`src/sv/stlg_pkg.sv`:
```
// shared types, constants and glyph tables for the segment text line generator
// no dependencies
package stlg_pkg;

  localparam int DEF_COORD_WIDTH = 16;

  localparam int SEG_COUNT = 9;
  localparam int SEG_IDX_W = 4;
  localparam int FRAC_W    = 9;
  localparam int SIZE_W    = 15;
  localparam int CFG_IDX_W = 3;
  localparam int CFG_DATA_W = 16;
  localparam int COLOR_W   = 8;

  typedef logic [SEG_COUNT-1:0] seg_mask_t;
  typedef logic [SEG_IDX_W-1:0] seg_idx_t;
  typedef logic [FRAC_W-1:0]    frac_t;

  // register indexes of the configuration port
  localparam logic [CFG_IDX_W-1:0] REG_ORIGIN_X     = 3'd0;
  localparam logic [CFG_IDX_W-1:0] REG_ORIGIN_Y     = 3'd1;
  localparam logic [CFG_IDX_W-1:0] REG_GLYPH_WIDTH  = 3'd2;
  localparam logic [CFG_IDX_W-1:0] REG_GLYPH_HEIGHT = 3'd3;
  localparam logic [CFG_IDX_W-1:0] REG_CHAR_SPACING = 3'd4;
  localparam logic [CFG_IDX_W-1:0] REG_COLOR_RED    = 3'd5;
  localparam logic [CFG_IDX_W-1:0] REG_COLOR_GREEN  = 3'd6;
  localparam logic [CFG_IDX_W-1:0] REG_COLOR_BLUE   = 3'd7;

  // register reset values
  localparam logic signed [15:0] RST_ORIGIN_X     = 16'sd0;
  localparam logic signed [15:0] RST_ORIGIN_Y     = 16'sd0;
  localparam logic [SIZE_W-1:0]  RST_GLYPH_WIDTH  = 15'd819;
  localparam logic [SIZE_W-1:0]  RST_GLYPH_HEIGHT = 15'd1638;
  localparam logic signed [15:0] RST_CHAR_SPACING = 16'sd164;
  localparam logic [COLOR_W-1:0] RST_COLOR        = 8'd255;

  // segment ids, in emission order
  localparam seg_idx_t SEG_TOP      = 4'd0;
  localparam seg_idx_t SEG_UP_LEFT  = 4'd1;
  localparam seg_idx_t SEG_UP_RIGHT = 4'd2;
  localparam seg_idx_t SEG_MIDDLE   = 4'd3;
  localparam seg_idx_t SEG_LO_LEFT  = 4'd4;
  localparam seg_idx_t SEG_LO_RIGHT = 4'd5;
  localparam seg_idx_t SEG_BOTTOM   = 4'd6;
  localparam seg_idx_t SEG_COLON_HI = 4'd7;
  localparam seg_idx_t SEG_COLON_LO = 4'd8;

  // character codes
  localparam logic [7:0] CH_DIGIT0 = 8'h30;
  localparam logic [7:0] CH_F      = 8'h46;
  localparam logic [7:0] CH_P      = 8'h50;
  localparam logic [7:0] CH_S      = 8'h53;
  localparam logic [7:0] CH_COLON  = 8'h3A;
  localparam logic [7:0] CH_MINUS  = 8'h2D;

  // Q1.8 fractions, 256 is one
  localparam frac_t FR_ZERO = 9'd0;
  localparam frac_t FR_HALF = 9'd128;
  localparam frac_t FR_ONE  = 9'd256;
  localparam frac_t FR_0_45 = 9'd115;
  localparam frac_t FR_0_55 = 9'd141;
  localparam frac_t FR_0_62 = 9'd159;
  localparam frac_t FR_0_38 = 9'd97;

  typedef struct packed {
    frac_t sx;
    frac_t sy;
    frac_t ex;
    frac_t ey;
  } seg_frac_t;

  typedef struct packed {
    logic full;
    logic empty;
  } q_status_t;

  function automatic seg_mask_t glyph_mask(input logic [7:0] ch);
    seg_mask_t m;
    case (ch)
      CH_DIGIT0 + 8'd0: m = 9'h077;
      CH_DIGIT0 + 8'd1: m = 9'h024;
      CH_DIGIT0 + 8'd2: m = 9'h05D;
      CH_DIGIT0 + 8'd3: m = 9'h06D;
      CH_DIGIT0 + 8'd4: m = 9'h02E;
      CH_DIGIT0 + 8'd5: m = 9'h06B;
      CH_DIGIT0 + 8'd6: m = 9'h07B;
      CH_DIGIT0 + 8'd7: m = 9'h025;
      CH_DIGIT0 + 8'd8: m = 9'h07F;
      CH_DIGIT0 + 8'd9: m = 9'h06F;
      CH_F:             m = 9'h01B;
      CH_P:             m = 9'h01F;
      CH_S:             m = 9'h06B;
      CH_COLON:         m = 9'h180;
      CH_MINUS:         m = 9'h008;
      default:          m = '0;
    endcase
    return m;
  endfunction

  function automatic seg_frac_t seg_frac(input seg_idx_t seg);
    seg_frac_t f;
    case (seg)
      SEG_TOP:      f = '{FR_ZERO, FR_ONE,  FR_ONE,  FR_ONE};
      SEG_UP_LEFT:  f = '{FR_ZERO, FR_HALF, FR_ZERO, FR_ONE};
      SEG_UP_RIGHT: f = '{FR_ONE,  FR_HALF, FR_ONE,  FR_ONE};
      SEG_MIDDLE:   f = '{FR_ZERO, FR_HALF, FR_ONE,  FR_HALF};
      SEG_LO_LEFT:  f = '{FR_ZERO, FR_ZERO, FR_ZERO, FR_HALF};
      SEG_LO_RIGHT: f = '{FR_ONE,  FR_ZERO, FR_ONE,  FR_HALF};
      SEG_BOTTOM:   f = '{FR_ZERO, FR_ZERO, FR_ONE,  FR_ZERO};
      SEG_COLON_HI: f = '{FR_0_45, FR_0_62, FR_0_55, FR_0_62};
      SEG_COLON_LO: f = '{FR_0_45, FR_0_38, FR_0_55, FR_0_38};
      default:      f = '{FR_ZERO, FR_ZERO, FR_ZERO, FR_ZERO};
    endcase
    return f;
  endfunction

  // rounded offset (frac * size + 128) >> 8, never above 32767
  function automatic logic [SIZE_W-1:0] scale(input frac_t frac, input logic [SIZE_W-1:0] size);
    logic [FRAC_W+SIZE_W-1:0] prod;
    prod = frac * size + (FRAC_W+SIZE_W)'(128);
    return prod[SIZE_W+7:8];
  endfunction

endpackage

```
`src/sv/stlg_front.sv`:
```
// front end: takes characters, looks up the glyph mask and keeps the pen position
// depends on stlg_pkg
module stlg_front #(
  parameter int COORD_WIDTH = stlg_pkg::DEF_COORD_WIDTH
) (
  input  logic                          clk,
  input  logic                          rst_n,
  input  logic                          in_valid,
  output logic                          in_stall,
  input  logic [7:0]                    in_char_code,
  input  logic                          in_start_of_text,
  input  logic signed [15:0]            cfg_origin_x,
  input  logic [stlg_pkg::SIZE_W-1:0]   cfg_glyph_width,
  input  logic signed [15:0]            cfg_char_spacing,
  input  stlg_pkg::q_status_t           q_status,
  output logic                          q_push,
  output logic [stlg_pkg::SEG_COUNT+COORD_WIDTH-1:0] q_data
);
  import stlg_pkg::*;

  localparam int SW = ((COORD_WIDTH > 16) ? COORD_WIDTH : 16) + 2;
  localparam logic signed [SW-1:0] CMAX = SW'((64'sd1 <<< (COORD_WIDTH - 1)) - 64'sd1);
  localparam logic signed [SW-1:0] CMIN = SW'(-(64'sd1 <<< (COORD_WIDTH - 1)));

  function automatic logic signed [COORD_WIDTH-1:0] sat(input logic signed [SW-1:0] v);
    logic signed [SW-1:0] r;
    if (v > CMAX) r = CMAX;
    else if (v < CMIN) r = CMIN;
    else r = v;
    return r[COORD_WIDTH-1:0];
  endfunction

  logic signed [COORD_WIDTH-1:0] pen_r, pen_nxt;
  logic signed [COORD_WIDTH-1:0] pen_base;
  seg_mask_t                     mask;
  logic                          accept;

  assign in_stall = q_status.full;
  assign accept   = in_valid && !in_stall;
  assign mask     = glyph_mask(in_char_code);
  assign pen_base = in_start_of_text ? sat(SW'(cfg_origin_x)) : pen_r;
  assign q_push   = accept && (mask != '0);
  assign q_data   = {mask, pen_base};

  always_comb begin
    pen_nxt = pen_r;
    if (accept) begin
      pen_nxt = sat(SW'(pen_base) + SW'($signed({1'b0, cfg_glyph_width}))
                    + SW'(cfg_char_spacing));
    end
  end

  always_ff @(posedge clk) begin
    if (!rst_n) begin
      pen_r <= '0;
    end else begin
      pen_r <= pen_nxt;
    end
  end

endmodule

```
`src/sv/stlg_queue.sv`:
```
// two-entry queue between front and back end
// depends on stlg_pkg
module stlg_queue #(
  parameter int DATA_WIDTH = stlg_pkg::SEG_COUNT + stlg_pkg::DEF_COORD_WIDTH
) (
  input  logic                  clk,
  input  logic                  rst_n,
  input  logic                  push,
  input  logic [DATA_WIDTH-1:0] push_data,
  input  logic                  pop,
  output logic [DATA_WIDTH-1:0] head,
  output stlg_pkg::q_status_t   status
);
  import stlg_pkg::*;

  logic [DATA_WIDTH-1:0] head_r, head_nxt;
  logic [DATA_WIDTH-1:0] tail_r, tail_nxt;
  logic [1:0]            cnt_r, cnt_nxt;

  assign head         = head_r;
  assign status.full  = (cnt_r == 2'd2);
  assign status.empty = (cnt_r == 2'd0);

  always_comb begin
    head_nxt = head_r;
    tail_nxt = tail_r;
    cnt_nxt  = cnt_r;
    if (push && pop) begin
      if (cnt_r == 2'd1) begin
        head_nxt = push_data;
      end else begin
        head_nxt = tail_r;
        tail_nxt = push_data;
      end
    end else if (push) begin
      if (cnt_r == 2'd0) head_nxt = push_data;
      else tail_nxt = push_data;
      cnt_nxt = cnt_r + 2'd1;
    end else if (pop) begin
      head_nxt = tail_r;
      cnt_nxt  = cnt_r - 2'd1;
    end
  end

  always_ff @(posedge clk) begin
    if (!rst_n) begin
      cnt_r <= '0;
    end else begin
      cnt_r <= cnt_nxt;
    end
  end

  always_ff @(posedge clk) begin
    head_r <= head_nxt;
    tail_r <= tail_nxt;
  end

  a_cnt_range: assert property (@(posedge clk) disable iff (!rst_n) cnt_r != 2'd3)
    else $error("queue count out of range");
  a_no_overflow: assert property (@(posedge clk) disable iff (!rst_n) !(push && status.full))
    else $error("push into full queue");
  a_no_underflow: assert property (@(posedge clk) disable iff (!rst_n)
    !(pop && status.empty))
    else $error("pop from empty queue");

endmodule

```
`src/sv/stlg_back.sv`:
```
// back end: walks the glyph mask, one segment per cycle while the output is not stalled, and builds the endpoints
// depends on stlg_pkg
module stlg_back #(
  parameter int COORD_WIDTH = stlg_pkg::DEF_COORD_WIDTH
) (
  input  logic                                       clk,
  input  logic                                       rst_n,
  input  stlg_pkg::q_status_t                        q_status,
  input  logic [stlg_pkg::SEG_COUNT+COORD_WIDTH-1:0] q_head,
  output logic                                       q_pop,
  input  logic signed [15:0]                         cfg_origin_y,
  input  logic [stlg_pkg::SIZE_W-1:0]                cfg_glyph_width,
  input  logic [stlg_pkg::SIZE_W-1:0]                cfg_glyph_height,
  input  logic [stlg_pkg::COLOR_W-1:0]               cfg_color_red,
  input  logic [stlg_pkg::COLOR_W-1:0]               cfg_color_green,
  input  logic [stlg_pkg::COLOR_W-1:0]               cfg_color_blue,
  output logic                                       out_valid,
  input  logic                                       out_stall,
  output logic signed [COORD_WIDTH-1:0]              out_start_x,
  output logic signed [COORD_WIDTH-1:0]              out_start_y,
  output logic signed [COORD_WIDTH-1:0]              out_end_x,
  output logic signed [COORD_WIDTH-1:0]              out_end_y,
  output logic [stlg_pkg::COLOR_W-1:0]               out_red,
  output logic [stlg_pkg::COLOR_W-1:0]               out_green,
  output logic [stlg_pkg::COLOR_W-1:0]               out_blue,
  output logic                                       out_last_in_glyph
);
  import stlg_pkg::*;

  localparam int SW = ((COORD_WIDTH > 16) ? COORD_WIDTH : 16) + 2;
  localparam logic signed [SW-1:0] CMAX = SW'((64'sd1 <<< (COORD_WIDTH - 1)) - 64'sd1);
  localparam logic signed [SW-1:0] CMIN = SW'(-(64'sd1 <<< (COORD_WIDTH - 1)));

  function automatic logic signed [COORD_WIDTH-1:0] sat(input logic signed [SW-1:0] v);
    logic signed [SW-1:0] r;
    if (v > CMAX) r = CMAX;
    else if (v < CMIN) r = CMIN;
    else r = v;
    return r[COORD_WIDTH-1:0];
  endfunction

  // current glyph
  logic                          cur_valid_r, cur_valid_nxt;
  seg_mask_t                     rem_r, rem_nxt;
  logic signed [COORD_WIDTH-1:0] cur_pen_r, cur_pen_nxt;

  // offset stage
  logic                          s1_valid_r;
  logic [SIZE_W-1:0]             s1_off_sx_r, s1_off_sy_r, s1_off_ex_r, s1_off_ey_r;
  logic signed [COORD_WIDTH-1:0] s1_pen_r;
  logic                          s1_last_r;

  // output register
  logic                          out_valid_r;
  logic signed [COORD_WIDTH-1:0] sx_r, sy_r, ex_r, ey_r;
  logic [COLOR_W-1:0]            red_r, green_r, blue_r;
  logic                          last_r;

  logic      out_adv, s1_ready, issue, seg_last, found;
  seg_idx_t  seg;
  seg_mask_t rem_left;
  seg_frac_t frac;

  assign out_adv  = !out_valid_r || !out_stall;
  assign s1_ready = !s1_valid_r || out_adv;
  assign issue    = cur_valid_r && s1_ready;
  assign rem_left = rem_r & (rem_r - seg_mask_t'(1));
  assign seg_last = (rem_left == '0);
  assign q_pop    = !q_status.empty && (!cur_valid_r || (issue && seg_last));
  assign frac     = seg_frac(seg);

  // lowest pending segment
  always_comb begin
    seg   = '0;
    found = 1'b0;
    for (int i = 0; i < SEG_COUNT; i++) begin
      if (!found && rem_r[i]) begin
        seg   = SEG_IDX_W'(i);
        found = 1'b1;
      end
    end
  end

  always_comb begin
    cur_valid_nxt = cur_valid_r;
    rem_nxt       = rem_r;
    cur_pen_nxt   = cur_pen_r;
    if (q_pop) begin
      cur_valid_nxt = 1'b1;
      rem_nxt       = q_head[SEG_COUNT+COORD_WIDTH-1:COORD_WIDTH];
      cur_pen_nxt   = q_head[COORD_WIDTH-1:0];
    end else if (issue) begin
      rem_nxt = rem_left;
      if (seg_last) cur_valid_nxt = 1'b0;
    end
  end

  always_ff @(posedge clk) begin
    if (!rst_n) begin
      cur_valid_r <= 1'b0;
      s1_valid_r  <= 1'b0;
      out_valid_r <= 1'b0;
    end else begin
      cur_valid_r <= cur_valid_nxt;
      if (s1_ready) s1_valid_r <= issue;
      if (out_adv) out_valid_r <= s1_valid_r;
    end
  end

  always_ff @(posedge clk) begin
    rem_r     <= rem_nxt;
    cur_pen_r <= cur_pen_nxt;
    if (issue) begin
      s1_off_sx_r <= scale(frac.sx, cfg_glyph_width);
      s1_off_sy_r <= scale(FR_ONE - frac.sy, cfg_glyph_height);
      s1_off_ex_r <= scale(frac.ex, cfg_glyph_width);
      s1_off_ey_r <= scale(FR_ONE - frac.ey, cfg_glyph_height);
      s1_pen_r    <= cur_pen_r;
      s1_last_r   <= seg_last;
    end
    if (out_adv && s1_valid_r) begin
      sx_r    <= sat(SW'(s1_pen_r) + SW'($signed({1'b0, s1_off_sx_r})));
      sy_r    <= sat(SW'(cfg_origin_y) + SW'($signed({1'b0, s1_off_sy_r})));
      ex_r    <= sat(SW'(s1_pen_r) + SW'($signed({1'b0, s1_off_ex_r})));
      ey_r    <= sat(SW'(cfg_origin_y) + SW'($signed({1'b0, s1_off_ey_r})));
      red_r   <= cfg_color_red;
      green_r <= cfg_color_green;
      blue_r  <= cfg_color_blue;
      last_r  <= s1_last_r;
    end
  end

  assign out_valid         = out_valid_r;
  assign out_start_x       = sx_r;
  assign out_start_y       = sy_r;
  assign out_end_x         = ex_r;
  assign out_end_y         = ey_r;
  assign out_red           = red_r;
  assign out_green         = green_r;
  assign out_blue          = blue_r;
  assign out_last_in_glyph = last_r;

  a_cur_nonempty: assert property (@(posedge clk) disable iff (!rst_n)
    cur_valid_r |-> (rem_r != '0))
    else $error("active glyph with no pending segment");
  a_s1_hold: assert property (@(posedge clk) disable iff (!rst_n)
    (s1_valid_r && !out_adv) |=> (s1_valid_r && $stable(s1_off_sx_r) && $stable(s1_last_r)))
    else $error("offset stage changed while output stalled");

endmodule

```
`src/sv/segment_text_line_generator.sv`:
```
// Seven-segment vector text generator: each character item becomes one output item per
// lit segment (top, upper left, upper right, middle, lower left, lower right, bottom; the
// colon gives two short dashes, upper first), with Q2.14 endpoints saturated to COORD_WIDTH
// bits. The back end emits one segment per cycle while the output is not stalled; a glyph
// has at most seven segments and glyphs follow each other without a gap. A character with
// no glyph is not queued and only moves the pen. The first segment of a character goes
// through the queue, the current glyph register, the offset stage and the output register.
// A two-entry queue between the front and back end absorbs short output stalls. The user
// must see that configuration is written only while idle; the block does not enforce it.
module segment_text_line_generator #(
  parameter int COORD_WIDTH = stlg_pkg::DEF_COORD_WIDTH
) (
  input  logic                                clk,
  input  logic                                rst_n,
  input  logic                                cfg_wr_en,
  input  logic [stlg_pkg::CFG_IDX_W-1:0]      cfg_index,
  input  logic [stlg_pkg::CFG_DATA_W-1:0]     cfg_data,
  input  logic                                in_valid,
  output logic                                in_stall,
  input  logic [7:0]                          in_char_code,
  input  logic                                in_start_of_text,
  output logic                                out_valid,
  input  logic                                out_stall,
  output logic signed [COORD_WIDTH-1:0]       out_start_x,
  output logic signed [COORD_WIDTH-1:0]       out_start_y,
  output logic signed [COORD_WIDTH-1:0]       out_end_x,
  output logic signed [COORD_WIDTH-1:0]       out_end_y,
  output logic [stlg_pkg::COLOR_W-1:0]        out_red,
  output logic [stlg_pkg::COLOR_W-1:0]        out_green,
  output logic [stlg_pkg::COLOR_W-1:0]        out_blue,
  output logic                                out_last_in_glyph
);
  import stlg_pkg::*;

  localparam int QW = SEG_COUNT + COORD_WIDTH;

  logic signed [15:0] origin_x_r, origin_y_r, char_spacing_r;
  logic [SIZE_W-1:0]  glyph_width_r, glyph_height_r;
  logic [COLOR_W-1:0] color_red_r, color_green_r, color_blue_r;

  always_ff @(posedge clk) begin
    if (!rst_n) begin
      origin_x_r     <= RST_ORIGIN_X;
      origin_y_r     <= RST_ORIGIN_Y;
      glyph_width_r  <= RST_GLYPH_WIDTH;
      glyph_height_r <= RST_GLYPH_HEIGHT;
      char_spacing_r <= RST_CHAR_SPACING;
      color_red_r    <= RST_COLOR;
      color_green_r  <= RST_COLOR;
      color_blue_r   <= RST_COLOR;
    end else if (cfg_wr_en) begin
      case (cfg_index)
        REG_ORIGIN_X:     origin_x_r     <= $signed(cfg_data);
        REG_ORIGIN_Y:     origin_y_r     <= $signed(cfg_data);
        REG_GLYPH_WIDTH:  glyph_width_r  <= cfg_data[SIZE_W-1:0];
        REG_GLYPH_HEIGHT: glyph_height_r <= cfg_data[SIZE_W-1:0];
        REG_CHAR_SPACING: char_spacing_r <= $signed(cfg_data);
        REG_COLOR_RED:    color_red_r    <= cfg_data[COLOR_W-1:0];
        REG_COLOR_GREEN:  color_green_r  <= cfg_data[COLOR_W-1:0];
        REG_COLOR_BLUE:   color_blue_r   <= cfg_data[COLOR_W-1:0];
        default: ;
      endcase
    end
  end

  q_status_t      q_status;
  logic           q_push, q_pop;
  logic [QW-1:0]  q_data, q_head;

  stlg_front #(.COORD_WIDTH(COORD_WIDTH)) u_front (
    .clk              (clk),
    .rst_n            (rst_n),
    .in_valid         (in_valid),
    .in_stall         (in_stall),
    .in_char_code     (in_char_code),
    .in_start_of_text (in_start_of_text),
    .cfg_origin_x     (origin_x_r),
    .cfg_glyph_width  (glyph_width_r),
    .cfg_char_spacing (char_spacing_r),
    .q_status         (q_status),
    .q_push           (q_push),
    .q_data           (q_data)
  );

  stlg_queue #(.DATA_WIDTH(QW)) u_queue (
    .clk       (clk),
    .rst_n     (rst_n),
    .push      (q_push),
    .push_data (q_data),
    .pop       (q_pop),
    .head      (q_head),
    .status    (q_status)
  );

  stlg_back #(.COORD_WIDTH(COORD_WIDTH)) u_back (
    .clk               (clk),
    .rst_n             (rst_n),
    .q_status          (q_status),
    .q_head            (q_head),
    .q_pop             (q_pop),
    .cfg_origin_y      (origin_y_r),
    .cfg_glyph_width   (glyph_width_r),
    .cfg_glyph_height  (glyph_height_r),
    .cfg_color_red     (color_red_r),
    .cfg_color_green   (color_green_r),
    .cfg_color_blue    (color_blue_r),
    .out_valid         (out_valid),
    .out_stall         (out_stall),
    .out_start_x       (out_start_x),
    .out_start_y       (out_start_y),
    .out_end_x         (out_end_x),
    .out_end_y         (out_end_y),
    .out_red           (out_red),
    .out_green         (out_green),
    .out_blue          (out_blue),
    .out_last_in_glyph (out_last_in_glyph)
  );

endmodule
```
`config.mk`:
```
export PLATFORM = sky130hd
export DESIGN_NAME = segment_text_line_generator
export DESIGN_NICKNAME = d
export VERILOG_FILES = /design/src/sv/stlg_pkg.sv /design/src/sv/stlg_front.sv /design/src/sv/stlg_queue.sv /design/src/sv/stlg_back.sv /design/src/sv/segment_text_line_generator.sv
export SDC_FILE = /design/constraint.sdc
export NUM_CORES = 1
export LEC_CHECK = 0
export ABC_AREA = 1
export BUFFER_PORTS_ARGS = -buffer_cell sky130_fd_sc_hd__clkbuf_2
export CAP_MARGIN = 15
export CORE_ASPECT_RATIO = 1.1
export CORE_MARGIN = 2
export CORE_UTILIZATION = 40
export DETAILED_ROUTE_END_ITERATION = 10
export GPL_ROUTABILITY_DRIVEN = 0
export PLACE_DENSITY_LB_ADDON = 0.05
export SLEW_MARGIN = 30
export SYNTH_ARGS = -nofsm -noshare
export SYNTH_HDL_FRONTEND = slang
export SYNTH_SLANG_ARGS = --single-unit
```
`constraint.sdc`:
```
create_clock -name clk -period 17.5 [get_ports clk]
set_input_delay 4.375 -clock clk [delete_from_list [all_inputs] [get_ports clk]]
set_output_delay 4.375 -clock clk [all_outputs]
set_load 0.03 [all_outputs]
```
* After elaboration in Yosys (flattened, before gate mapping)
Memory sizes are Yosys's and may differ from the RTL's. Index checks and enable logic that the tools add are counted.
Cells by class: mux-type cells 42, multiply operators 4, order comparisons 12, add/sub/neg operators 15, bitwise operators 2, reductions and logical operators 54, eq/ne operators 27
Operators with widths (number):
- two-way mux 25 bit | 9
- two-way mux 16 bit | 9
- one-hot mux 9 bit (14 select lines) | 1
- equality test 8 x 6 -> 1 bit, second input constant | 12
- adder 23 x 8 -> 23 bit, second input constant | 4
- multiplier 9 x 15 -> 23 bit | 4
- adder 16 x 16 -> 17 bit | 5
- > comparator 17 x 16 -> 1 bit, second input constant | 4
- less-than comparator 17 x 16 -> 1 bit, second input constant | 4
- equality test 8 x 7 -> 1 bit, second input constant | 3
- AND reduction 2 bit | 11
- adder 17 x 16 -> 18 bit | 1
- > comparator 18 x 16 -> 1 bit, second input constant | 1
- less-than comparator 18 x 16 -> 1 bit, second input constant | 1
- two-way mux 9 bit | 2
- subtractor 9 bit, first input constant | 2
- > comparator 16 bit, second input constant | 1
- less-than comparator 16 bit, second input constant | 1
- logical AND 1 bit | 15
- zero test 1 bit | 14
- equality test 3 bit, second input constant | 4
- two-way mux 1 bit | 12
- two-way mux 3 bit | 4
- AND 9 bit | 1
- other kinds (21) | 31
Storage, ports and cells: input port bits 33, ROM bits 464, logic and storage cells 188, output and inout port bits 91, register bits after elaboration 364, memories kept 1
Memory list:
- (name not given) | depth 16, bits a word 29, read ports 1, clocked after Yosys merged registers in 0, wr ports 0, line stlg_pkg.sv:102 | case (seg)

* Longest topological paths before layout
Gate-level depths: netlist of the first run. An unclocked memory read counts as a cell.
depth in word-level cells 29, mapped depth 31

* Hierarchy
From an unflattened synthesis of the first run, not the netlist that was laid out.
Second synthesis, totals: cells, all modules 3492, area total of the unflattened synthesis 30473.0 um^2
By module, submodules not included:
- stlg_back | sequential area each 5795.6 um^2, instances 1, area an instance 22047.4 um^2, cells each 2419
- segment_text_line_generator | sequential area each 2042.0 um^2, instances 1, area an instance 3942.5 um^2, cells each 544
- stlg_front | sequential area each 320.3 um^2, instances 1, area an instance 2394.8 um^2, cells each 368
- stlg_queue | sequential area each 1541.5 um^2, instances 1, area an instance 2088.3 um^2, cells each 161

* Worst setup path after synthesis of the first run
No wires, ideal clock.
path type input -> register, start in out_stall, end reg u_back.blue_r[0] (netlist: u_back.out_blue[0]), enable pin, required time 16961 ps, data arrival time 8235 ps, setup slack 8726 ps, library setup time 539 ps, buffers on the path 0, stages 3, path through nand2_1 -> inv_1 -> nor2_1
On the way: cells in the longest elaborated chain, start to end 3
RTL lines:
- from (decl) | line segment_text_line_generator.sv:23 | input logic out_stall,
- zero test 1 bit | line stlg_back.sv:64 | assign out_adv = !out_valid_r || !out_stall;
- logical OR 1 bit | line stlg_back.sv:64
- logical AND 1 bit | line stlg_back.sv:121 | if (out_adv && s1_valid_r) begin
- to (signal assigned) | line stlg_back.sv:128 | blue_r <= cfg_color_blue;
- to (decl) | line stlg_back.sv:56 | logic [COLOR_W-1:0] red_r, green_r, blue_r;
Every way passes these cells. A chain may end at the register's enable or synchronous reset.

* Worst setup path in the final report of the first run
start in in_char_code[0], end reg u_queue.tail_r[0], enable pin
On the way: cells in the longest elaborated chain, start to end 8
RTL lines:
- from (decl) | line segment_text_line_generator.sv:20 | input logic [7:0] in_char_code,
- equality test 8 x 6 -> 1 bit or equality test 8 x 7 -> 1 bit (tied branches) | line stlg_pkg.sv:79 | case (ch)
- OR reduction 2 bit (no source line)
- one-hot mux 9 bit (14 select lines) * | line stlg_pkg.sv:79
- nonzero test 9 bit * | line stlg_front.sv:42 | assign q_push = accept && (mask != '0);
- logical AND 1 bit * | line stlg_front.sv:42
- logical AND 1 bit | line stlg_queue.sv:28 | if (push && pop) begin
- inequality test 2 bit (no source line) or nonzero test 2 bit (tied branches)
- AND reduction 3 bit (no source line) *
- to (signal assigned) | line stlg_queue.sv:55 | tail_r <= tail_nxt;
- to (decl) | line stlg_queue.sv:17 | logic [DATA_WIDTH-1:0] tail_r, tail_nxt;
Every way passes the cells marked *; elsewhere a longest branch is shown, timed or not.

==> run summary, run 1 <==
The flow ran to the end, and the final reports show no timing, DRC or antenna violations. The clock drives 362 sinks. The gate count after technology mapping is 3,521, and the antenna violation net count after detailed routing is 0. In this run the core area contains 106 standard-cell rows. For the count of endpoints failing hold in the final timing report, the log shows 0. The quantity of I/O buffers inserted on ports came out at 123. The logs give 124 for the number of I/O pins and 42 for the number of buffers created by CTS.

The critical path crosses 16 cells after its start point. For the worst setup path, the data arrival time is 8010 ps. Along the worst hold path, the cell count comes to 0.

For the pin with the worst max-slew slack, the measured transition is 1000 ps. Setup repair after global routing left no endpoint under its margin. Synthesis produced a netlist with a net count of 4,131. The synthesis warning total is 0. The vias after detailed routing was 23,400. Yosys mapped a number of flops with a built-in enable equal to 239. Cells with a size suffix above 1 make up 7.83% of the layout. Once the floorplan was initialized, standard cells occupied 40.2% of the core. For the largest net degree at the start of global routing, the log shows 103. The logs give 0 for the total count of max-transition violations in the final report and 0 ps for the final-layout setup total negative slack.

Data on the critical path is required at its endpoint by 17,730 ps. For this run, design rule violations remaining after detail routing come to 0. By startpoint and endpoint, the worst setup path is classified as input port to register.

The clock tree synthesis step divided the H-tree into 2 levels. The synthesized design contains 362 register bits. The worst setup path is captured at a register. The clock period minus final worst setup slack works out to 7780 ps. The worst hold path begins at u_back.cur_pen_r[0]$_DFFE_PP_. The post-synthesis average cell area is 8.63 µm². The critical path goes through clkbuf_2 > inv_1 > nand2_1 > nor2_1 > nand2_1 > nand2_2 > nor2_2 > nand2_4 > nand2_2 > inv_1 > ha_1 > clkinv_1 > nor2_1 > a21oi_1 > a21oi_2 > buf_4. The tools report the maximum clock skew at final layout as 11.4 ps. After clock tree synthesis, the setup repair step added 0 buffers.

For the final HPWL from detailed placement, the log shows 67,300 µm. In this run the critical register-to-register path is launched from u_back.rem_r[4]$_DFFE_PP_. Sequential elements use 31.7% of the synthesized area. The run gives 0 as the number of instances resized during post-cts repair. For the slack of the worst reg-to-reg path, the log shows 10,360 ps. No sink is reached through more buffers than the 3 on the longest clock path. The path class of the tightest hold or removal check is register to register. Summing every instance area after synthesis gives 30,400 µm².

Hold timing on the final database bottoms out at a slack of 417 ps. The power density of the placed cells came out at 131 nW/µm². The slowest stage of the critical path belongs to the cell sky130_fd_sc_hd__clkinv_1. The via-per-instance ratio works out to 5.03. The horizontal extent of the die works out to 267 µm. In this run the critical register-to-register path is captured at u_back.s1_off_ey_r[8]$_DFFE_PP_. The total routed wirelength was 81,900 µm; the worst-case headroom to the max-slew limit was 33.3%.

The library cell used as clock root buffer was sky130_fd_sc_hd__clkbuf_16. Among all flip-flop cells after synthesis, the most frequent one is sky130_fd_sc_hd__edfxtp_1. Counting cells, the worst reg-to-reg path comes to 27.

Setup violations remaining at the end of the flow were counted as 0. The hold-fix buffer count after cts is 0. VDD sags by at most 80.3 µV.

At the end of the flow, the number of nets in the layout was 4,243. The die is 293 µm tall. The clock transition at the registers of the reported paths is 60 ps. Max-cap violations in this run came to 0.

The via count of the first global-routing pass was 23,900; the area added between synthesis and finish was 9.84%. 0 antenna diodes ended up in the layout. In this design, the stage delay of the slowest critical-path cell is 670 ps. The cell family with the largest share of critical-path delay was buffers and inverters. The starting DRC count in detailed routing was 1,259. The synthesized netlist contains 55 unique library cells. The run gives 131,000 µm as the global-route wire length before repair. For hold timing, the worst endpoint is u_back.s1_pen_r[0]$_DFFE_PP_. The initial antenna violation count was 0; the ratio of final minimum period to clock period was 44.5%. After global routing the overflow that remains totals 0. For the worst-skew pair, the clock arrives at the later sink with an insertion delay of 570 ps. The total area inside the core boundary comes to 75,600 µm². The area of the die was 78,200 µm². TritonCTS built the clock tree. Summed over all cells, the static leakage comes to 0.0172 µW. Based on the critical path, the design can be clocked at up to 0.129 GHz.

The number of optimization iterations in the first detailed-route pass is 5. Category of the worst setup path launch point: an input port. In the final routed layout, each cell accounts on average for 17.7 µm. The critical path contains buffers and inverters numbering 5 combined. In this run the worst path has a maximum fanout of 38. Counting flops with an async set or reset pin after synthesis yields a share of 0%.

The run gives 21.4% as the global-route total usage across every layer.
-- cells by family (layout without fill, tap and decap cells) --
family / Yosys count / in the layout / share of synthesized area [%]
AOI/OAI and AO/OA: 459 / 459 / 8.48
xor gates and xnor gates: 106 / 106 / 3.06
adders and majority gates: 577 / 577 / 29.7
buffers and inverters: 690 / 836 / 8.80
DFF: 362 / 362 / 31.7
and+or+nand+nor: 1327 / 1327 / 18.3
-- synth_stat cells (4+ instances only) --
cell | count | area, µm²
sky130_fd_sc_hd__o21ai_1 | 12 | 60.1
sky130_fd_sc_hd__xnor2_1 | 34 | 298
sky130_fd_sc_hd__o21ai_0 | 156 | 781
sky130_fd_sc_hd__a21oi_1 | 195 | 976
sky130_fd_sc_hd__nand2_4 | 4 | 45.0
sky130_fd_sc_hd__nor3_1 | 25 | 125
sky130_fd_sc_hd__nor2_4 | 6 | 67.6
sky130_fd_sc_hd__inv_1 | 605 | 2270
sky130_fd_sc_hd__edfxtp_1 | 239 | 7180
sky130_fd_sc_hd__o31ai_1 | 6 | 45.0
sky130_fd_sc_hd__dfxtp_1 | 123 | 2460
sky130_fd_sc_hd__nor4_1 | 4 | 25.0
sky130_fd_sc_hd__a31oi_1 | 5 | 31.3
sky130_fd_sc_hd__nand2_2 | 22 | 138
sky130_fd_sc_hd__ha_1 | 338 | 4230
sky130_fd_sc_hd__o211ai_1 | 14 | 105
sky130_fd_sc_hd__clkbuf_1 | 45 | 169
sky130_fd_sc_hd__o21bai_1 | 11 | 82.6
sky130_fd_sc_hd__inv_2 | 13 | 48.8
sky130_fd_sc_hd__a22oi_1 | 24 | 180
sky130_fd_sc_hd__buf_2 | 9 | 45.0
sky130_fd_sc_hd__nand3_2 | 7 | 70.1
sky130_fd_sc_hd__nand2_1 | 692 | 2600
sky130_fd_sc_hd__nand4_1 | 31 | 194
sky130_fd_sc_hd__nand3b_1 | 7 | 52.6
sky130_fd_sc_hd__a21o_1 | 14 | 105
sky130_fd_sc_hd__nand3_1 | 156 | 781
sky130_fd_sc_hd__nor2_2 | 15 | 93.8
sky130_fd_sc_hd__nor2_1 | 351 | 1320
sky130_fd_sc_hd__fa_1 | 239 | 4780
sky130_fd_sc_hd__xor2_1 | 72 | 631
sky130_fd_sc_hd__buf_6 | 8 | 90.1
-- cell type report --
type                            instances  area, µm²
Timing Repair Buffer                  137        723
Sequential cell                       362       9640
Clock buffer                           59       1190
Tap cell                              972       1220
Fill cell                            7543      42200
Inverter                              621       2330
Clock inverter                         19        180
Multi-Input combinational cell       2469      18100
-- worst max path at each step --
stage | from | endpoint | slack, ps
floorplan | out_stall | u_back.out_blue[0]$_DFFE_PP_ | 8730
global placement | in_valid | u_queue.tail_r[1]$_DFFE_PP_ | 9170
detailed placement | in_valid | u_queue.tail_r[0]$_DFFE_PP_ | 9010
CTS | in_valid | u_queue.tail_r[0]$_DFFE_PP_ | 9620
global route | in_char_code[0] | u_queue.tail_r[1]$_DFFE_PP_ | 9250
finish | in_char_code[0] | u_queue.tail_r[0]$_DFFE_PP_ | 9720
-- state kept, by name (all words and copies together), names as in the netlist, 16 cells and up --
register / flops
char_spacing_r: 16
u_back.s1_pen_r: 16
u_back.out_end_x: 16
origin_x_r: 16
u_back.cur_pen_r: 16
u_queue.tail_r: 24
origin_y_r: 16
u_front.pen_r: 16
u_back.out_start_x: 16
u_back.out_start_y: 16
u_back.out_end_y: 16
u_queue.head: 24
-- metrics by stage --
stage | power [µW] | setup slack [ps] | util (%) | std cells | instance area [µm²]
2_1_floorplan | 2930 | 8730 | - | 3521 | 30400
3_5_place_dp | 3540 | 9010 | 42.3 | 4561 | 32000
4_1_cts | 4450 | 9620 | 44.2 | 4639 | 33400
6_report | 4380 | 9720 | 44.2 | 4639 | 33400
5_1_grt | 4770 | 9250 | 44.2 | 4639 | 33400
3_3_place_gp | 3540 | 9170 | 42.3 | 4561 | 32000
-- worst register-to-register path: cells and delay by family, from the launching register on --
family / cells / cell delay (ps)
AND/OR/NAND/NOR: 15 / 2740
adder cells (fa/ha/maj): 6 / 2650
buffers and inverters: 4 / 590
AO/OA/AOI/OAI: 2 / 450
flip-flops: 1 / 430
-- routing by layer --
metal  routed length, µm  vias to the layer above  track usage [%]
met2               42400                      446             39.5
li1                    -                    11600                -
met3                2500                      139             1.87
met1               34200                    11200             26.1
met4                2840                        0             6.77
met5                   0                        -                0
-- report_power, final --
group / leakage [µW] / internal [µW] / switching, µW
Sequential: 0.00320 / 1230 / 116
Combinational: 0.0133 / 730 / 1440
Clock: 0.000674 / 510 / 364
-- layout by cell type (no fill, tap or decap), drive strengths merged, types with 4 or more instances in the layout --
cell type  Yosys  final
xor2          72     72
a22oi         24     24
inv          618    619
nand3        163    163
xnor2         34     34
clkbuf        46    181
a31oi          5      5
a21boi         4      4
o21bai        12     12
a21o          14     14
o21ai        169    169
dfxtp        123    123
nor2         372    372
o211ai        14     14
clkinv         3     17
nor3          26     26
a21oi        198    198
buf           23     15
ha           338    338
o31ai          7      7
nand2        718    718
nand3b         7      7
edfxtp       239    239
nand4         31     31
fa           239    239
nor4           4      4
Power figures use the tool's default switching activity.
==> run 2, diff against run 1 <==
==> constraint.sdc (replaced) <==
create_clock -name clk -period 8.11 [get_ports clk]
set_input_delay 2.0275 -clock clk [delete_from_list [all_inputs] [get_ports clk]]
set_output_delay 2.0275 -clock clk [all_outputs]
set_load 0.03 [all_outputs]
==> run 2 against run 1 <==
Worst setup slack worse by 8200 ps. Via count about the same. Sequential power rose by 120%. Cell count is 0.11% higher. Global-route usage rose by 0.16 points. Routed wire length up 0.74%. Count of clock-buffer cells in the layout fell by 8. Critical path depth up 9. Clock power increased by 140%. Total power rose by 120%. Critical endpoint is now u_back.s1_off_sy_r[14]$_DFFE_PP_.
==> run summary, run 2 (same netlist as run 1, synthesis figures left out) <==
The quantity of I/O buffers inserted on ports is 123 (unchanged). The tools report the area of the die as 78,200 µm² (unchanged). Leading cell types in the layout, fill and taps excluded: sky130_fd_sc_hd__nand2_1 (692), sky130_fd_sc_hd__inv_1 (604), sky130_fd_sc_hd__nor2_1 (350) (was sky130_fd_sc_hd__nand2_1 (692), sky130_fd_sc_hd__inv_1 (603), sky130_fd_sc_hd__nor2_1 (348)).

The count of filler cells inserted in the layout is 7,523 (was 7,543), and the die outline height is 293 µm (unchanged). The residual overflow from global routing was 0 (unchanged); the area of the core was 75,600 µm² (unchanged). The most frequent standard cell in the layout excluding fill and tap cells is sky130_fd_sc_hd__nand2_1 (unchanged).

For the number of maximum-capacitance constraint violations, the log shows 0 (unchanged). For the number of H-tree branching levels, the log shows 2 (unchanged). The area added between synthesis and finish was 10.5% (was 9.84%).

For the starting DRC count in detailed routing, the log shows 1,350 (was 1,259). The cell family with the largest share of critical-path delay was adder cells (was buffers and inverters). Library cell used as clock root buffer: sky130_fd_sc_hd__clkbuf_16 (unchanged).

For the maximum vdd ir drop, the log shows 164 µV (was 80.3 µV). The cell with the largest stage delay on the worst path was sky130_fd_sc_hd__fa_1 (was sky130_fd_sc_hd__clkinv_1). Setup repair after global routing left no endpoint under its margin. For the insertion delay of the later-clocked pin in the worst-skew pair, the log shows 600 ps (was 570 ps). The pin slew with the least headroom to its limit is 925 ps (was 1000 ps). For the worst-case headroom to the max-slew limit, the log shows 37.7% (was 33.3%).

TritonCTS built the clock tree. The logs give 0.0173 µW (was 0.0172 µW) for the standby leakage power and 0.151 GHz for the highest achievable clock rate. The number of buffers created by CTS is 44 (was 42), and the post-layout total power is 9680 µW (was 4380 µW). The utilization after layout is 44.4% (was 44.2%). The largest net degree at the start of global routing is 121 (was 103). The maximum clock skew at final layout is 33.2 ps (was 11.4 ps).

The global-route total usage across every layer was 21.5% (was 21.4%). The number of nets at the end of the flow was 4,247 (was 4,243); the clock transition at the registers of the reported paths was 60 ps (about the same). Critical path endpoint category: a register (unchanged). Row count: 106 (unchanged). The hold-fix buffer count after cts was 0 (unchanged); the number of optimization iterations in the first detailed-route pass was 6 (was 5).

The highest net fanout along the worst path was 20 (was 38); the per-cell routed wire length was 17.8 µm (was 17.7 µm). The via count of the first global-routing pass was 24,300 (was 23,900); the fraction of final layout cells sized beyond drive strength 1 was 7.95% (was 7.83%). The final HPWL from detailed placement was 67,900 µm (was 67,300 µm); the power density of the placed cells was 288 nW/µm² (was 131 nW/µm²).

The tools report the total routed wirelength as 82,500 µm (was 81,900 µm). The antenna diode count is 0 (unchanged), and the via-per-instance ratio is 5.03 (about the same). The maximum buffer depth of the clock tree was 3 (unchanged); the antenna violation net count after detailed routing was 0 (unchanged).

The number of failing setup endpoints in the final timing report was 0 (unchanged). For the vias after detailed routing, the log shows 23,400 (about the same). The clock sink total is 362 (unchanged).

The flow ran to the end, and the final reports show no timing, DRC or antenna violations. The final-layout setup total negative slack came out at 0 ps (unchanged). The number of I/O pins is 124 (unchanged). By instance count, the cell type seen most on the critical path is sky130_fd_sc_hd__fa_1. The number of remaining DRC errors was 0 (unchanged). Global-route wire length before repair: 132,000 µm (was 131,000 µm).

The initial core utilization was 40.2% (unchanged). The worst stage delay on the critical path is 540 ps (was 670 ps). The initial antenna violation count was 0 (unchanged). The total count of max-transition violations in the final report is 0 (unchanged), and the horizontal extent of the die is 267 µm (unchanged). The category of the worst setup path launch point was a register (was an input port).

The ratio of final minimum period to clock period is 81.8%, and the arrival time at the worst endpoint is 6980 ps (was 8010 ps). The category of the critical setup timing path is register to register (was input port to register). The run gives 0 (unchanged) as the count of endpoints failing hold in the final timing report. The tools report the worst path required time as 8460 ps (was 17,730 ps). The post-CTS setup-driven buffer insertion count was 0 (unchanged). The worst min-delay path class was register to register (unchanged). The buffer and inverter count on the worst path was 6 (was 5); the number of instances resized during post-cts repair was 0 (unchanged).

The clock period minus final worst setup slack was 6630 ps.
-- run 2: stage by stage --
| step | setup WS, ps | std cells | hold WS [ps] | cell area [µm²] |
|---|---|---|---|---|
| 3_3_place_gp | 1560 | 4562 | 401 | 32000 |
| 4_1_cts | 1530 | 4643 | 419 | 33600 |
| 6_report | 1480 | 4644 | 416 | 33600 |
| 2_1_floorplan | 1680 | 3521 | 400 | 30400 |
| 3_5_place_dp | 1530 | 4562 | 405 | 32000 |
| 5_1_grt | 1050 | 4644 | 425 | 33600 |
-- run 2: per-layer routing --
layer	track usage (%)	up-vias	wire length, µm
met5	0	-	0
met4	8.34	0	3490
met3	2.16	141	2540
met2	39.6	413	42300
met1	25.7	11200	34200
li1	-	11600	-
-- run 2: path summary, 6_finish.rpt --
| kind | startpoint | depth (start not counted) | slack (ps) | end |
|---|---|---|---|---|
| worst max-delay path | u_back.rem_r[4]$_DFFE_PP_ | 25 | 1480 | u_back.s1_off_sy_r[14]$_DFFE_PP_ |
| worst min register to register | u_queue.head[4]$_DFFE_PP_ | 0 | 420 | u_back.cur_pen_r[4]$_DFFE_PP_ |
| worst max register to register | u_back.rem_r[4]$_DFFE_PP_ | 25 | 1480 | u_back.s1_off_sy_r[14]$_DFFE_PP_ |
| worst min-delay path | u_queue.head[4]$_DFFE_PP_ | 0 | 420 | u_back.cur_pen_r[4]$_DFFE_PP_ |
-- run 2: area by class of cell --
cell class | count | area, µm² | share of cell area, %
clock inverters | 30 | 394 | 1.17
well taps | 972 | 1220 | 3.62
flip-flops and latches | 362 | 9640 | 28.7
clock buffers | 51 | 1150 | 3.42
repair buffers | 139 | 762 | 2.27
inverters | 621 | 2330 | 6.95
multi-input cells | 2469 | 18100 | 53.9
-- run 2: where the power goes --
group / switching, µW / internal, µW / total, µW
Clock: 854 / 1250 / 2110
Sequential: 256 / 2650 / 2900
Combinational: 3080 / 1590 / 4670
-- run 2: worst reg2reg max path: stages (launching register included) --
cell                       delay [ps]
sky130_fd_sc_hd__edfxtp_1         450
sky130_fd_sc_hd__nor2_1           230
sky130_fd_sc_hd__nand3_2          160
sky130_fd_sc_hd__nor2_2           140
sky130_fd_sc_hd__nand2_2          260
sky130_fd_sc_hd__inv_2            190
sky130_fd_sc_hd__nor2_2            80
sky130_fd_sc_hd__inv_2            110
sky130_fd_sc_hd__a21oi_4           70
sky130_fd_sc_hd__inv_2            300
sky130_fd_sc_hd__nor2_1           110
sky130_fd_sc_hd__fa_1             500
sky130_fd_sc_hd__inv_1             60
sky130_fd_sc_hd__fa_1             530
sky130_fd_sc_hd__fa_1             450
sky130_fd_sc_hd__fa_1             540
sky130_fd_sc_hd__inv_1             50
sky130_fd_sc_hd__ha_1             300
sky130_fd_sc_hd__ha_1             390
sky130_fd_sc_hd__nand2_1          120
sky130_fd_sc_hd__inv_1            150
sky130_fd_sc_hd__nand3_1          160
sky130_fd_sc_hd__nor3_1           530
sky130_fd_sc_hd__nand4_1          320
sky130_fd_sc_hd__nand3_1          170
sky130_fd_sc_hd__nand2_1           70
==> run 3, diff against run 2 <==
==> constraint.sdc (replaced) <==
create_clock -name clk -period 6.23 [get_ports clk]
set_input_delay 1.5575 -clock clk [delete_from_list [all_inputs] [get_ports clk]]
set_output_delay 1.5575 -clock clk [all_outputs]
set_load 0.03 [all_outputs]
==> run 3 against run 2 <==
Cell area increased by 0.97%. Worst setup slack got worse by 1100 ps. Cell count increased by 0.93%. Sequential power increased by 30%. Die area unchanged. Non-clock buffer count increased by 44. Global-route usage increased by 0.22 points. Routed wire length increased by 1.2%. Total power increased by 30%. Combinational power increased by 32%.
==> run summary, run 3 (same netlist as run 1, synthesis figures left out) <==
TritonCTS built the clock tree. The highest net fanout along the worst path came out at 18 (was 20). The category of the critical setup timing path is register to register (unchanged).

For the register area, the log shows 9640 µm² (unchanged). Worst min-delay path class: register to register (unchanged). Cell with the most instances on the worst path: sky130_fd_sc_hd__nand2_1 (was sky130_fd_sc_hd__fa_1).

The residual overflow from global routing was 0 (unchanged); the via count of the first global-routing pass was 24,200 (was 24,300). The die outline height came out at 293 µm (unchanged). The run gives 6540 ps (was 8460 ps) as the worst path required time.

The number of buffers created by CTS is 43 (was 44). Worst-case headroom to the max-slew limit: 37.9% (was 37.7%). Beginning of the worst hold path: u_queue.head[1]$_DFFE_PP_ (was u_queue.head[4]$_DFFE_PP_). The clock sink total is 362 (unchanged), and the power density of the placed cells is 370 nW/µm² (was 288 nW/µm²). The number of H-tree branching levels came out at 2 (unchanged). The tools report the reg-to-reg startpoint as u_back.rem_r[0]$_SDFFCE_PN0P_ (was u_back.rem_r[4]$_DFFE_PP_).

The total routed wirelength is 83,400 µm (was 82,500 µm), and the initial antenna violation count is 0 (unchanged). Leading cell types in the layout, fill and taps excluded: sky130_fd_sc_hd__nand2_1 (691), sky130_fd_sc_hd__inv_1 (603), sky130_fd_sc_hd__nor2_1 (341) (was sky130_fd_sc_hd__nand2_1 (692), sky130_fd_sc_hd__inv_1 (604), sky130_fd_sc_hd__nor2_1 (350)). The horizontal extent of the die was 267 µm (unchanged). The run finished with clean final reports. The logs give 106 (unchanged) for the row count and 590 ps (was 600 ps) for the insertion delay of the later-clocked pin in the worst-skew pair. The pin slew with the least headroom to its limit came out at 928 ps (was 925 ps). The number of remaining DRC errors is 0 (unchanged), and the maximum clock skew at final layout is 24.1 ps (was 33.2 ps). Most frequent standard cell in the layout excluding fill and tap cells: sky130_fd_sc_hd__nand2_1 (unchanged). The tools report the vias after detailed routing as 23,500 (was 23,400).

Critical path endpoint category: a register (unchanged). The tools report the launch point of the critical path as u_back.rem_r[0]$_SDFFCE_PN0P_ (was u_back.rem_r[4]$_DFFE_PP_). The final-layout setup total negative slack came out at 0 ps (unchanged).

Area of the die: 78,200 µm² (unchanged). The tools report the starting DRC count in detailed routing as 1,454 (was 1,350). Highest achievable clock rate: 0.171 GHz (was 0.151 GHz). The count of filler cells inserted in the layout was 7,424 (was 7,523); the number of failing setup endpoints in the final timing report was 0 (unchanged).

Count of endpoints failing hold in the final timing report: 0 (unchanged). The antenna diode count was 0 (unchanged); the quantity of I/O buffers inserted on ports was 123 (unchanged). The tools report the global-route wire length before repair as 133,000 µm (was 132,000 µm).

The area added between synthesis and finish works out to 11.6% (was 10.5%). The number of optimization iterations in the first detailed-route pass is 5 (was 6). The library cell used as clock root buffer was sky130_fd_sc_hd__clkbuf_16 (unchanged). The fraction of final layout cells sized beyond drive strength 1 is 9.53% (was 7.95%). The largest net degree at the start of global routing is 90 (was 121), and the per-cell routed wire length is 17.8 µm (about the same).

The via-per-instance ratio came out at 5.01 (was 5.03). The logs give 21.7% (was 21.5%) for the global-route total usage across every layer and 417 ps (was 416 ps) for the tightest hold margin. The worst stage delay on the critical path was 530 ps (was 540 ps); the total count of max-transition violations in the final report was 0 (unchanged). The final HPWL from detailed placement was 68,200 µm (was 67,900 µm); the initial core utilization was 40.2% (unchanged).

The logs give 198 µV (was 164 µV) for the maximum vdd ir drop and 124 (unchanged) for the number of I/O pins. The clock transition at the registers of the reported paths came out at 60 ps (about the same). The number of nets at the end of the flow was 4,290 (was 4,247); the antenna violation net count after detailed routing was 0 (unchanged). The ratio of final minimum period to clock period works out to 94.1% (was 81.8%). For the footprint of the multi-input gates, the log shows 18,200 µm² (was 18,100 µm²). Area of the core: 75,600 µm² (unchanged). Setup repair after global routing left no endpoint under its margin.

The clock period minus final worst setup slack was 5860 ps (was 6630 ps); the number of maximum-capacitance constraint violations was 0 (unchanged). The cell with the largest stage delay on the worst path was sky130_fd_sc_hd__fa_1 (unchanged). Arrival time at the worst endpoint: 6180 ps (was 6980 ps). The tools report the category of the worst setup path launch point as a register (unchanged).

The maximum buffer depth of the clock tree came out at 3 (unchanged). The standby leakage power came out at 0.0175 µW (was 0.0173 µW).
## run 3: metal layers
metal	up-vias	part of all wire (%)	global-route usage [%]
met2	427	51	40.0
met1	11300	42	26.2
met5	-	0	0
li1	11700	-	-
met4	0	4.1	8.19
met3	128	2.9	1.93
## run 3: critical path, delay by kind of cell (launching register included)
family / cells / cell delay [ps]
DFF: 1 / 460
AOI/OAI and AO/OA: 3 / 750
and+or+nand+nor: 14 / 1640
adders and majority gates: 6 / 2360
buffers and inverters: 4 / 380
## run 3: repair_timing
action                     CTS  global route
buffers inserted             0             1
hold buffers                 0             0
setup endpoints to repair    0            19
gates resized for setup      0            25
## run 3: final cells by class
class	instances	area share, %
clock buffers	58	3.62
clock inverters	22	0.734
inverters	621	6.89
multi-input cells	2469	53.6
flip-flops and latches	362	28.4
well taps	972	3.59
repair buffers	183	3.19
## run 3: worst paths after layout
kind	end	slack, ps	cells past startpoint
worst max-delay path	u_back.s1_off_sx_r[14]$_DFFE_PP_	370	27
worst min-delay path	u_back.cur_pen_r[1]$_DFFE_PP_	420	0
worst max register to register	u_back.s1_off_sx_r[14]$_DFFE_PP_	370	27
worst min register to register	u_back.cur_pen_r[1]$_DFFE_PP_	420	0
## run 3: report_power, final
part	total (µW)	leakage, µW	internal, µW	switching (µW)
registers	3770	0.00320	3450	328
logic	6150	0.0136	2100	4050
clock network	2620	0.000721	1530	1090
## run 3: stage by stage
| step | area, µm² | total power, µW | setup slack [ps] | std cells | utilization [%] |
|---|---|---|---|---|---|
| after floorplan | 30400 | 8230 | 274 | 3521 | - |
| after global placement | 32400 | 9920 | 127 | 4606 | 42.8 |
| after detailed placement | 32400 | 9950 | 72.3 | 4606 | 42.8 |
| after CTS | 33800 | 12700 | 45.1 | 4686 | 44.7 |
| after global routing | 33900 | 13600 | 3.02 | 4687 | 44.9 |
| final | 33900 | 12500 | 369 | 4687 | 44.9 |
